===== src/rtl/core/dsu_ram.sv =====
// generic simple dual-port ram with registered read
module dsu_ram #(
  parameter int WIDTH = 8,
  parameter int DEPTH = 16
) (
  input  logic                     clk,
  input  logic                     we,
  input  logic [$clog2(DEPTH)-1:0] waddr,
  input  logic [WIDTH-1:0]         wdata,
  input  logic [$clog2(DEPTH)-1:0] raddr,
  output logic [WIDTH-1:0]         rdata
);

  logic [WIDTH-1:0] mem [DEPTH];
  logic [WIDTH-1:0] rdata_r;

  always_ff @(posedge clk) begin
    if (we) begin
      mem[waddr] <= wdata;
    end
    rdata_r <= mem[raddr];
  end

  assign rdata = rdata_r;

endmodule


===== config.mk =====
export PLATFORM = sky130hd
export DESIGN_NAME = dsu_ram
export DESIGN_NICKNAME = d
export VERILOG_FILES = /design/src/rtl/core/dsu_ram.sv
export SDC_FILE = /design/constraint.sdc
export NUM_CORES = 1
export LEC_CHECK = 0
export BUFFER_PORTS_ARGS = -buffer_cell sky130_fd_sc_hd__buf_2
export CORE_ASPECT_RATIO = 0.5
export CORE_MARGIN = 2
export CORE_UTILIZATION = 34
export CTS_CLUSTER_DIAMETER = 150
export CTS_CLUSTER_SIZE = 40
export DETAILED_ROUTE_END_ITERATION = 7
export SYNTH_ARGS = -nofsm -noshare
export SYNTH_HDL_FRONTEND = slang
export SYNTH_SLANG_ARGS = --single-unit

===== constraint.sdc =====
create_clock -name clk -period 5.77 [get_ports clk]
set_input_delay 1.154 -clock clk [delete_from_list [all_inputs] [get_ports clk]]
set_output_delay 1.154 -clock clk [all_outputs]
set_load 0.02 [all_outputs]

==> impl_metrics.csv <==
group,metric,value,unit
cells_and_area,fin_util,0.4188,
setup_path,startpoint_type,"primary input",
global_route,antenna_found_initial,0,
logic_synthesis,yosys.area.top_type_share,0.7467,
logic_synthesis,yosysUniqueCellTypes,19,
cells_and_area,seqCellArea,0.004004,sq mm
cells_and_area,area_delta_synth_final,18.96,%
setup_path,critPathMaxFanout,32,
clocking,cts_tree,"done",
floorplan,die_area,0.01620,sq mm
logic_synthesis,synthTopCellsByCount,"128 x edfxtp_1, 18 x mux4_2, 16 x a22oi_1",
drt,vias,2379,
global_route,grt_use_met1,0.1919,
clocking,ctsHtreeMaxLevel,4,
timing,finalWorstSetupSlack,2.977,ns
cells_and_area,final_nets,283,
clocking,clkLatencyLatePin,0.41,ns
job,cap_violations,0,
floorplan,io_pins,26,
logic_synthesis,yosysMostFrequentCell,"edfxtp_1",
timing,slew_viol_final,0,
clocking,numClockSinks,136,
timing,post-route-min-period,2.793,ns
logic_synthesis,avgSynthCellArea,22.48,sq um
floorplan,rows,31,
logic_synthesis,synth_cells,229,
setup_path,path_class,"primary input to register",
place,dpl_worst_slack,2.477,ns
pwr,cellPowerDensity,393.0,mW/mm^2
setup_path,end_kind,"register",
timing,fin_crit_sh,0.4841,
setup_path,path_buf_inv,1,
clocking,cts_buffers,17,
clocking,hold_buffers,0,
cells_and_area,multiInputGateArea,0.001067,sq mm
logic_synthesis,synth_top_cell_by_area,"edfxtp_1",
hold_path,hp-class,"register to register",
setup_path,crit_path_top_delay_cell,"buf_2",
setup_path,crit_chain,"buf_2 > mux4_2 > a22oi_1 > nand2_1",
timing,relSlewSlack,0.2879,
drt,wl_per_cell,21.26,um
drt,first_iter_violations,232,
clocking,cts-resized-gates,0,
global_route,met3_usage,0.04146,
floorplan,fp.dieH,91.01,um
global_route,grt_max_degree,33,
place,dpl.hpwl,6.477,mm
place,place.port_buffers,25,
logic_synthesis,synth_seq_cells,136,
drt,dr.pass1.iters,4,
setup_path,cp.arrival,3.07,ns
cells_and_area,final_cell_area,0.006123,sq mm
drt,avgViaCountPerCell,4.998,
timing,setup-violations-final,0,
floorplan,core-area,0.01462,sq mm
timing,hold_viol,0,
clocking,postCtsSetupBuffers,0,
timing,fmax,358.0,MHz
setup_path,slowest_delay,0.78,ns
global_route,grtUsageMet2,0.2054,
logic_synthesis,synth_edf_count,128,
pwr,ir_drop,0.2210,mV
floorplan,start_util,0.3520,
logic_synthesis,synthesis.area,0.005147,sq mm
clocking,cts.path.max_buffers,2,
global_route,grt_first_pass_wirelength,15.86,mm
timing,worst_hold_slack,0.6803,ns
pwr,p_leak,0.002018,uW
global_route,globalRouteTotalUtil,0.1381,
cells_and_area,num_antenna_cells,0,
logic_synthesis,synth_ff_type,"edfxtp_1",
timing,worstMarginPinSlew,1.068,ns
logic_synthesis,yosysWarnings,0,
timing,fin_tns_setup,0,ns
drt,ant_nets,0,
logic_synthesis,yosysSeqAreaShare,0.7778,
place,place_congestion,0.7658,
drt,drt-total-wl,10.12,mm
logic_synthesis,synth_nets,247,
cells_and_area,fillCellCount,1218,
global_route,grt_overflow,0,
outcome,outcome,"finished clean",
logic_synthesis,synth_area_leaders,"edfxtp_1 75%, mux4_2 7.9%, mux4_1 7.1%",
clocking,clk_pin_slew_worst_paths,0.06,ns
timing,skew,0.01300,ns
global_route,grt.busiest_layer,"met2",
clocking,root_buffer,"clkbuf_16",
logic_synthesis,async_flop_share,0,
setup_path,cp_top_family,"buffers and inverters",
floorplan,die_w,178.0,um
timing,grt_setup_unrepaired,"no",
drt,drc,0,
place,place_area,0.005454,sq mm
cells_and_area,layout-drive-gt1-share,0.2842,
setup_path,cp.required,6.05,ns
global_route,grt_pass1_vias,2593,
registers in the layout, summed over array words and instances (netlist names):
name	cells
mem	128
rdata	8
logic make-up after synthesis:
logic type,share of synthesized area
compound gates,0.02334
buf+inv,0.01677
flops,0.7778
mux,0.1502
simple gates,0.03184
where the power goes:
part / total [uW] / internal [uW] / switching, uW
clock: 1190 / 801 / 389
combinational: 105 / 39.7 / 65.0
sequential: 1110 / 1100 / 6.71
layer usage:
| metal | wire [um] | up-vias | share of wire |
|---|---|---|---|
| met4 | 125 | 0 | 0.012 |
| met2 | 4776 | 63 | 0.47 |
| met5 | 0 | - | 0 |
| met3 | 593 | 8 | 0.059 |
| met1 | 4626 | 1258 | 0.46 |
| li1 | - | 1050 | - |
final timing paths:
path / start / end / slack, ns / depth (start not counted)
max: raddr[0] / rdata[7]$_DFF_P_ / 2.98 / 4
min: mem[8][1]$_DFFE_PP_ / rdata[1]$_DFF_P_ / 0.68 / 3
max reg2reg: mem[11][7]$_DFFE_PP_ / rdata[7]$_DFF_P_ / 4.32 / 3
min reg2reg: mem[8][1]$_DFFE_PP_ / rdata[1]$_DFF_P_ / 0.68 / 3
cell type report:
cell class,instances,share of cell area
Multi-Input combinational cell,83,0.1743
Sequential cell,136,0.6539
Clock buffer,21,0.07683
Tap cell,198,0.04046
Timing Repair Buffer,27,0.02289
Clock inverter,11,0.03167
worst min-delay path: cells and delay by family, from the launching register on:
kind	cells	cell delay (ns)
compound gates	1	0.08
flops	1	0.31
simple gates	1	0.05
mux	1	0.21
through the flow:
stage                     total power (uW)  instances
after floorplan                       1194        229
after global placement                1234        444
after detailed placement              1239        444
after CTS                             2423        476
after global routing                  2478        476
final                                 2407        476
cells in the final DEF (no fill, tap or decap):
cell          n
edfxtp_1    128
buf_2        25
mux4_2       18
clkbuf_16    17
a22oi_1      16
mux4_1       14
nor2_1       13
nand2_1       9
dfxtp_1       8
bufinv_16     5
clkinvlp_4    4
clkbuf_8      3
nand3b_1      2
nor3_1        2
nand2b_1      2
nor3_2        2
buf_4         2
nor2b_1       1
and2_1        1
and2b_1       1
nand3_1       1
or3b_2        1
clkbuf_1      1
clkinv_4      1
clkinv_2      1
No activity file was read; power rests on OpenSTA's default activity.
