## src/rtl/core/dsu_pkg.sv

```systemverilog
// shared constants, opcodes and result type for the disjoint-set engine
package dsu_pkg;

  localparam int DSU_NODES = 4096;

  localparam int OPC_W  = 2;
  localparam int NODE_W = 12;
  localparam int SIZE_W = 13;

  localparam logic [OPC_W-1:0] OP_FIND  = 2'd0;
  localparam logic [OPC_W-1:0] OP_UNITE = 2'd1;
  localparam logic [OPC_W-1:0] OP_SIZE  = 2'd2;

  typedef struct packed {
    logic              valid;
    logic [NODE_W-1:0] root;
    logic              merged;
    logic [SIZE_W-1:0] size;
    logic [SIZE_W-1:0] count;
  } dsu_res_t;

endpackage

```

## src/rtl/core/dsu_ctrl.sv

```systemverilog
// sequencer for find, path compression, unite and memory clearing
module dsu_ctrl
  import dsu_pkg::*;
#(
  parameter int NODES = DSU_NODES
) (
  input  logic                             clk,
  input  logic                             rst_n,
  input  logic                             in_valid,
  input  logic [OPC_W-1:0]                 in_opcode,
  input  logic [NODE_W-1:0]                in_node_a,
  input  logic [NODE_W-1:0]                in_node_b,
  output logic                             in_ready,
  input  logic                             res_take,
  output dsu_res_t                         res,
  output logic                             p_we,
  output logic [$clog2(NODES)-1:0]         p_waddr,
  output logic [$clog2(NODES)-1:0]         p_wdata,
  output logic [$clog2(NODES)-1:0]         p_raddr,
  input  logic [$clog2(NODES)-1:0]         p_rdata,
  output logic                             s_we,
  output logic [$clog2(NODES)-1:0]         s_waddr,
  output logic [$clog2(NODES+1)-1:0]       s_wdata,
  output logic [$clog2(NODES)-1:0]         s_raddr,
  input  logic [$clog2(NODES+1)-1:0]       s_rdata
);

  localparam int IDX_W = $clog2(NODES);
  localparam int SZ_W  = $clog2(NODES + 1);
  localparam logic [IDX_W-1:0] LAST_IDX = IDX_W'(NODES - 1);

  localparam logic [3:0] ST_CLEAR = 4'd0;
  localparam logic [3:0] ST_IDLE  = 4'd1;
  localparam logic [3:0] ST_WALK  = 4'd2;
  localparam logic [3:0] ST_COMP  = 4'd3;
  localparam logic [3:0] ST_STB   = 4'd4;
  localparam logic [3:0] ST_SZA   = 4'd5;
  localparam logic [3:0] ST_SZB   = 4'd6;
  localparam logic [3:0] ST_MRG   = 4'd7;
  localparam logic [3:0] ST_FIN   = 4'd8;
  localparam logic [3:0] ST_OUT   = 4'd9;

  logic [3:0]       state_r, state_nxt;
  logic [IDX_W-1:0] clr_r, clr_nxt;
  logic             unite_r, unite_nxt;
  logic             second_r, second_nxt;
  logic [IDX_W-1:0] b_r, b_nxt;
  logic [IDX_W-1:0] start_r, start_nxt;
  logic [IDX_W-1:0] cur_r, cur_nxt;
  logic [IDX_W-1:0] root_r, root_nxt;
  logic [IDX_W-1:0] ra_r, ra_nxt;
  logic [IDX_W-1:0] rb_r, rb_nxt;
  logic [SZ_W-1:0]  sa_r, sa_nxt;
  logic [SZ_W-1:0]  cnt_r, cnt_nxt;
  dsu_res_t         res_r, res_nxt;

  logic [IDX_W-1:0] a_in, b_in;
  logic             find_done;
  logic [IDX_W-1:0] found_root;
  logic [IDX_W-1:0] win, lose;
  logic [SZ_W-1:0]  sum;

  // indices beyond the table saturate to the last entry
  always_comb begin
    a_in = (32'(in_node_a) >= NODES) ? LAST_IDX : IDX_W'(in_node_a);
    b_in = (32'(in_node_b) >= NODES) ? LAST_IDX : IDX_W'(in_node_b);
  end

  assign in_ready = (state_r == ST_IDLE);
  assign sum      = sa_r + s_rdata;

  always_comb begin
    if (sa_r < s_rdata) begin
      win  = rb_r;
      lose = ra_r;
    end else begin
      win  = ra_r;
      lose = rb_r;
    end
  end

  always_comb begin
    state_nxt  = state_r;
    clr_nxt    = clr_r;
    unite_nxt  = unite_r;
    second_nxt = second_r;
    b_nxt      = b_r;
    start_nxt  = start_r;
    cur_nxt    = cur_r;
    root_nxt   = root_r;
    ra_nxt     = ra_r;
    rb_nxt     = rb_r;
    sa_nxt     = sa_r;
    cnt_nxt    = cnt_r;
    res_nxt    = res_r;
    p_we       = 1'b0;
    p_waddr    = cur_r;
    p_wdata    = root_r;
    p_raddr    = cur_r;
    s_we       = 1'b0;
    s_waddr    = ra_r;
    s_wdata    = sum;
    s_raddr    = ra_r;
    find_done  = 1'b0;
    found_root = root_r;

    unique case (state_r)
      ST_CLEAR: begin
        p_we    = 1'b1;
        p_waddr = clr_r;
        p_wdata = clr_r;
        s_we    = 1'b1;
        s_waddr = clr_r;
        s_wdata = SZ_W'(1);
        if (clr_r == LAST_IDX) begin
          state_nxt = ST_IDLE;
        end else begin
          clr_nxt = clr_r + IDX_W'(1);
        end
      end
      ST_IDLE: begin
        p_raddr = a_in;
        if (in_valid) begin
          unite_nxt  = (in_opcode == OP_UNITE);
          second_nxt = 1'b0;
          b_nxt      = b_in;
          start_nxt  = a_in;
          cur_nxt    = a_in;
          state_nxt  = ST_WALK;
        end
      end
      ST_WALK: begin
        if (p_rdata == cur_r) begin
          root_nxt = cur_r;
          if (start_r == cur_r) begin
            find_done  = 1'b1;
            found_root = cur_r;
          end else begin
            p_raddr   = start_r;
            cur_nxt   = start_r;
            state_nxt = ST_COMP;
          end
        end else begin
          p_raddr = p_rdata;
          cur_nxt = p_rdata;
        end
      end
      ST_COMP: begin
        // point the visited node straight at the root
        p_we    = 1'b1;
        p_waddr = cur_r;
        p_wdata = root_r;
        if (p_rdata == root_r) begin
          find_done  = 1'b1;
          found_root = root_r;
        end else begin
          p_raddr = p_rdata;
          cur_nxt = p_rdata;
        end
      end
      ST_STB: begin
        p_raddr   = b_r;
        cur_nxt   = b_r;
        start_nxt = b_r;
        state_nxt = ST_WALK;
      end
      ST_SZA: begin
        s_raddr   = ra_r;
        state_nxt = (unite_r && (ra_r != rb_r)) ? ST_SZB : ST_FIN;
      end
      ST_SZB: begin
        s_raddr   = rb_r;
        sa_nxt    = s_rdata;
        state_nxt = ST_MRG;
      end
      ST_MRG: begin
        p_we    = 1'b1;
        p_waddr = lose;
        p_wdata = win;
        s_we    = 1'b1;
        s_waddr = win;
        s_wdata = sum;
        if (cnt_r > SZ_W'(1)) begin
          cnt_nxt = cnt_r - SZ_W'(1);
        end
        res_nxt.root   = NODE_W'(win);
        res_nxt.merged = 1'b1;
        res_nxt.size   = SIZE_W'(sum);
        res_nxt.count  = SIZE_W'(cnt_nxt);
        state_nxt      = ST_OUT;
      end
      ST_FIN: begin
        res_nxt.root   = NODE_W'(ra_r);
        res_nxt.merged = 1'b0;
        res_nxt.size   = SIZE_W'(s_rdata);
        res_nxt.count  = SIZE_W'(cnt_r);
        state_nxt      = ST_OUT;
      end
      ST_OUT: begin
        if (res_take) begin
          state_nxt = ST_IDLE;
        end
      end
      default: begin
        state_nxt = ST_IDLE;
      end
    endcase

    if (find_done) begin
      second_nxt = 1'b1;
      if (!second_r) begin
        ra_nxt = found_root;
      end else begin
        rb_nxt = found_root;
      end
      state_nxt = (unite_r && !second_r) ? ST_STB : ST_SZA;
    end

    res_nxt.valid = (state_nxt == ST_OUT);
  end

  always_ff @(posedge clk) begin
    if (!rst_n) begin
      state_r     <= ST_CLEAR;
      clr_r       <= '0;
      cnt_r       <= SZ_W'(NODES);
      res_r.valid <= 1'b0;
    end else begin
      state_r <= state_nxt;
      clr_r   <= clr_nxt;
      cnt_r   <= cnt_nxt;
      res_r   <= res_nxt;
    end
  end

  always_ff @(posedge clk) begin
    unite_r  <= unite_nxt;
    second_r <= second_nxt;
    b_r      <= b_nxt;
    start_r  <= start_nxt;
    cur_r    <= cur_nxt;
    root_r   <= root_nxt;
    ra_r     <= ra_nxt;
    rb_r     <= rb_nxt;
    sa_r     <= sa_nxt;
  end

  assign res = res_r;

endmodule

```

## config.mk

```make
export PLATFORM = sky130hd
export DESIGN_NAME = dsu_ctrl
export DESIGN_NICKNAME = d
export VERILOG_FILES = /design/src/rtl/core/dsu_pkg.sv /design/src/rtl/core/dsu_ctrl.sv
export SDC_FILE = /design/constraint.sdc
export NUM_CORES = 1
export LEC_CHECK = 0
export BUFFER_PORTS_ARGS = -buffer_cell sky130_fd_sc_hd__buf_2
export CAP_MARGIN = 20
export CORE_AREA = 2 2 104 157
export CTS_BUF_LIST = sky130_fd_sc_hd__clkbuf_8 sky130_fd_sc_hd__clkbuf_16
export CTS_CLUSTER_DIAMETER = 50
export DETAILED_ROUTE_END_ITERATION = 12
export DIE_AREA = 0 0 106 159
export PLACE_DENSITY = 0.89
export SLEW_MARGIN = 0
export SYNTH_ARGS = -nofsm -noshare
export SYNTH_HDL_FRONTEND = slang
export SYNTH_SLANG_ARGS = --single-unit
```

## constraint.sdc

```tcl
create_clock -name clk -period 10.3 [get_ports clk]
set_input_delay 1.03 -clock clk [delete_from_list [all_inputs] [get_ports clk]]
set_output_delay 1.03 -clock clk [all_outputs]
set_load 0.05 [all_outputs]
```

==> flow_metrics.py <==
metrics = {
    "power": {
        "worst_voltage_drop_across_the_vdd_grid_uv": 95.8,
        "p_sw_share_pct": 23.8,
        "power.switching_w": 0.000337,
        "power.density_cell_area_nw_per_um2": 132,
        "power.static_leakage_nw": 4.49,
        "power_report.internal_total_w": 0.00108,
        "comb_power_share_pct": 6.4,
        "clock_power_share_pct": 45.6,
        "pwr-share-seq_pct": 48.0,
    },
    "global_routing": {
        "pin_count_of_the_biggest_net_entering_global_routing": 34,
        "grt.total_usage_pct": 29.1,
        "grt_antenna_before_repair": 1,
        "grt_first_pass_wirelength_um": 38600,
        "globalRoute.totalOverflow": 0,
        "grt_pass1_vias": 7545,
    },
    "run": {
        "timing.max_cap.violations": 0,
    },
    "timing": {
        "post-route-min-period_ns": 4.97,
        "rsz_0062_raised_after_global_routing": "false",
        "finalClockSkew_ns": 0.00780,
        "timing.setup.tns_ns": 0,
        "final-setup-viol-count": 0,
        "worst-slew-pin-transition_ns": 1.08,
        "report.final.slew_viol_count": 0,
        "timing.fmax_mhz": 201,
        "slew-limit-headroom_pct": 27.6,
        "hold_viol_final": 0,
        "final_min_period_over_clock_period_pct": 48.2,
    },
    "floorplanning": {
        "die_area_um2": 16900,
        "chipWidth_um": 106,
        "io-pin-count": 171,
        "std_cell_rows": 56,
        "die_y_um": 159,
        "core_um2": 15500,
        "initial_core_utilization_pct": 59.1,
    },
    "cells_and_area": {
        "finish.cell_count_without_fillers": 1238,
        "antenna_cells": 0,
        "finish.net_count": 1106,
        "fraction_of_final_layout_cells_sized_beyond_drive_strength_1_pct": 25.5,
        "areaGrowthSynthToFinish_pct": 17.5,
    },
    "detailed_routing": {
        "drt_first_pass_iters": 6,
        "routed-via-count": 7611,
        "drt.antenna.violating_nets": 0,
        "first_iter_violations": 534,
        "postRouteWirelength_um": 24300,
        "route.detailed.drc": 0,
        "routedWlPerCell_um": 19.6,
        "routed_via_density": 6.15,
    },
    "placed_design": {
        "globalplace.congestion": 0.946,
        "post-place-cells": 1205,
        "detailed_placement_hpwl_um": 17700,
        "place.port_buffers": 170,
    },
    "logic_synthesis": {
        "yosys.area.top_type_share_pct": 41.0,
        "synth_cell_types": 66,
        "synthFlopType": "edfxtp_1",
        "netlist_top_cells_area": "edfxtp_1, dfxtp_1, xnor2_1, mux2_2, ha_1",
        "synth_edf_count": 125,
        "mapped_avg_cell_area_um2": 10.5,
        "yosysWarningCount": 0,
        "synth.largest_area_cell": "edfxtp_1",
        "syn-cell-area_um2": 9150,
        "ys_ff_latch": 156,
        "syn-instance-count": 875,
        "yosysSeqAreaShare_pct": 47.8,
        "synth_nets": 959,
        "asyncSetResetFlopFracSynth_pct": 0,
    },
    "clock_tree": {
        "numCtsBuffers": 17,
        "cts.htree.levels": 4,
        "max-clock-path-buffers": 2,
        "ctsHoldBuffers": 0,
        "cts_root_buf": "clkbuf_16",
        "cts_tree": "done",
        "clk_transition_reported_paths_ns": 0.06,
        "post_cts_buffers": 0,
        "clk_latency_ns": 0.43,
        "postCtsResizedCells": 0,
        "cts.sink_count": 156,
    },
    "worst_hold_path": {
        "hold_depth": 1,
        "worst_hold_path_type": "reg -> reg",
    },
    "critical_path": {
        "worst_path_required_time_ns": 9.27,
        "crit_type": "reg -> out",
        "ff2ff_path_depth": 5,
        "crit_path_max_incr_delay_ns": 0.79,
        "path_buf_inv": 1,
        "timing.critical_path.arrival_ns": 3.94,
        "start_kind": "register",
        "slowest_stage": "nor4b_2",
        "crit_fanout": 14,
        "capturing_element_type_of_the_critical_path": "output pin",
        "worstSetupPathDepth": 7,
        "crit_path_cell_chain": "or3b_2, nor2_1, nor4b_2, and3_1, or2_2, a211o_1, buf_2",
        "path_delay_family": "simple AND/OR/NAND/NOR gates",
    },
    "outcome": {
        "status": "finished clean",
    },
}
[per-stage QoR]
step / setup slack [ns] / instance area (um2) / total power (W) / util (%) / hold WS [ns]
after floorplan: 5.55 / 9150 / 0.000751 / - / 0.424
after global placement: 5.61 / 10100 / 0.000779 / 65.4 / 0.466
after detailed placement: 5.53 / 10100 / 0.000781 / 65.4 / 0.488
after CTS: 5.39 / 10700 / 0.00142 / 69.3 / 0.505
after global routing: 5.07 / 10700 / 0.00145 / 69.4 / 0.534
final: 5.33 / 10700 / 0.00142 / 69.4 / 0.503
[Yosys cell counts, types with 19 or more instances]
| cell type | instances |
|---|---|
| ha_1 | 28 |
| dfxtp_1 | 31 |
| o21ai_0 | 39 |
| nand2_1 | 81 |
| nor2_1 | 73 |
| inv_1 | 40 |
| edfxtp_1 | 125 |
| xor2_1 | 33 |
| mux2_2 | 36 |
| mux2i_1 | 20 |
| a21oi_1 | 50 |
| xnor2_1 | 51 |
| a211o_1 | 20 |
| a221o_1 | 19 |
| clkbuf_1 | 38 |
[worst register-to-register path, cell delays in order (launching register included)]
cell and delay (ns):
dfxtp_1 0.66, or3b_2 0.56, nor2_1 0.14, nor4b_2 0.79
and3_1 0.67, mux2_2 0.43
[state kept, by name, summed over array words and instances (netlist names)]
register	flops
res	40
cnt_r	13
sa_r	13
b_r	12
clr_r	12
cur_r	12
ra_r	12
rb_r	12
root_r	12
start_r	12
state_r	4
second_r	1
unite_r	1
[placed cells by master (no fill, tap or decap), drive strengths merged, types with 5 or more instances in the layout]
master    n
ha       28
a32o      6
or3       8
and3      6
mux2     36
a211o    20
nor3     11
xor2     33
mux2i    20
a21o     16
o211ai   10
nand3    12
a32oi     9
a21oi    50
and2     14
a221o    19
edfxtp  125
buf     180
xnor2    51
nand4    15
nor2b     5
nand2    81
inv      48
nor4     10
clkbuf   17
o21ai    40
nor2     73
dfxtp    31
nand2b    7
clkinv    5
[cell type report]
class	instances	area (um2)
clock buffer	17	425
clock inverter	15	179
fill	1135	4740
inverter	40	150
multi-input combinational	627	4440
sequential	156	4370
tap	203	254
timing repair buffer	180	926
[power groups by stage]
stage | sequential [W] | combinational, W | clock (W)
after detailed placement | 0.000693 | 0.0000885 | 0
after CTS | 0.000679 | 0.0000897 | 0.000648
after global routing | 0.000679 | 0.0000983 | 0.000677
after floorplan | 0.000693 | 0.0000583 | 0
final | 0.000679 | 0.0000907 | 0.000646
after global placement | 0.000693 | 0.0000859 | 0
[routing by layer]
layer  GRT usage [%]  vias up  wire length, um  part of all wire, %
li1                -     3507                -                    -
met1            32.8     3615             8720                   36
met2            53.2      420            13000                   54
met3            3.81       69             1610                  6.6
met4            14.3        0              954                  3.9
met5               0        -                0                    0
[cell families (layout without fill, tap and decap cells)]
| family | Yosys count | after routing | share of synthesized area [%] |
|---|---|---|---|
| buf+inv | 92 | 252 | 4.01 |
| xor+xnor | 84 | 84 | 8.04 |
| flops | 156 | 156 | 47.8 |
| simple gates | 262 | 262 | 14.3 |
| fa+ha+maj | 29 | 29 | 4.05 |
| compound gates | 196 | 196 | 15.2 |
| mux | 56 | 56 | 6.62 |
[final timing paths]
path	start	slack, ns	to
min reg2reg	unite_r	0.50	state_r[0]
min	unite_r	0.50	state_r[0]
max reg2reg	state_r[1]	6.79	ra_r[1]
max	state_r[1]	5.33	p_raddr[7]
No activity file was read; power rests on OpenSTA's default activity.
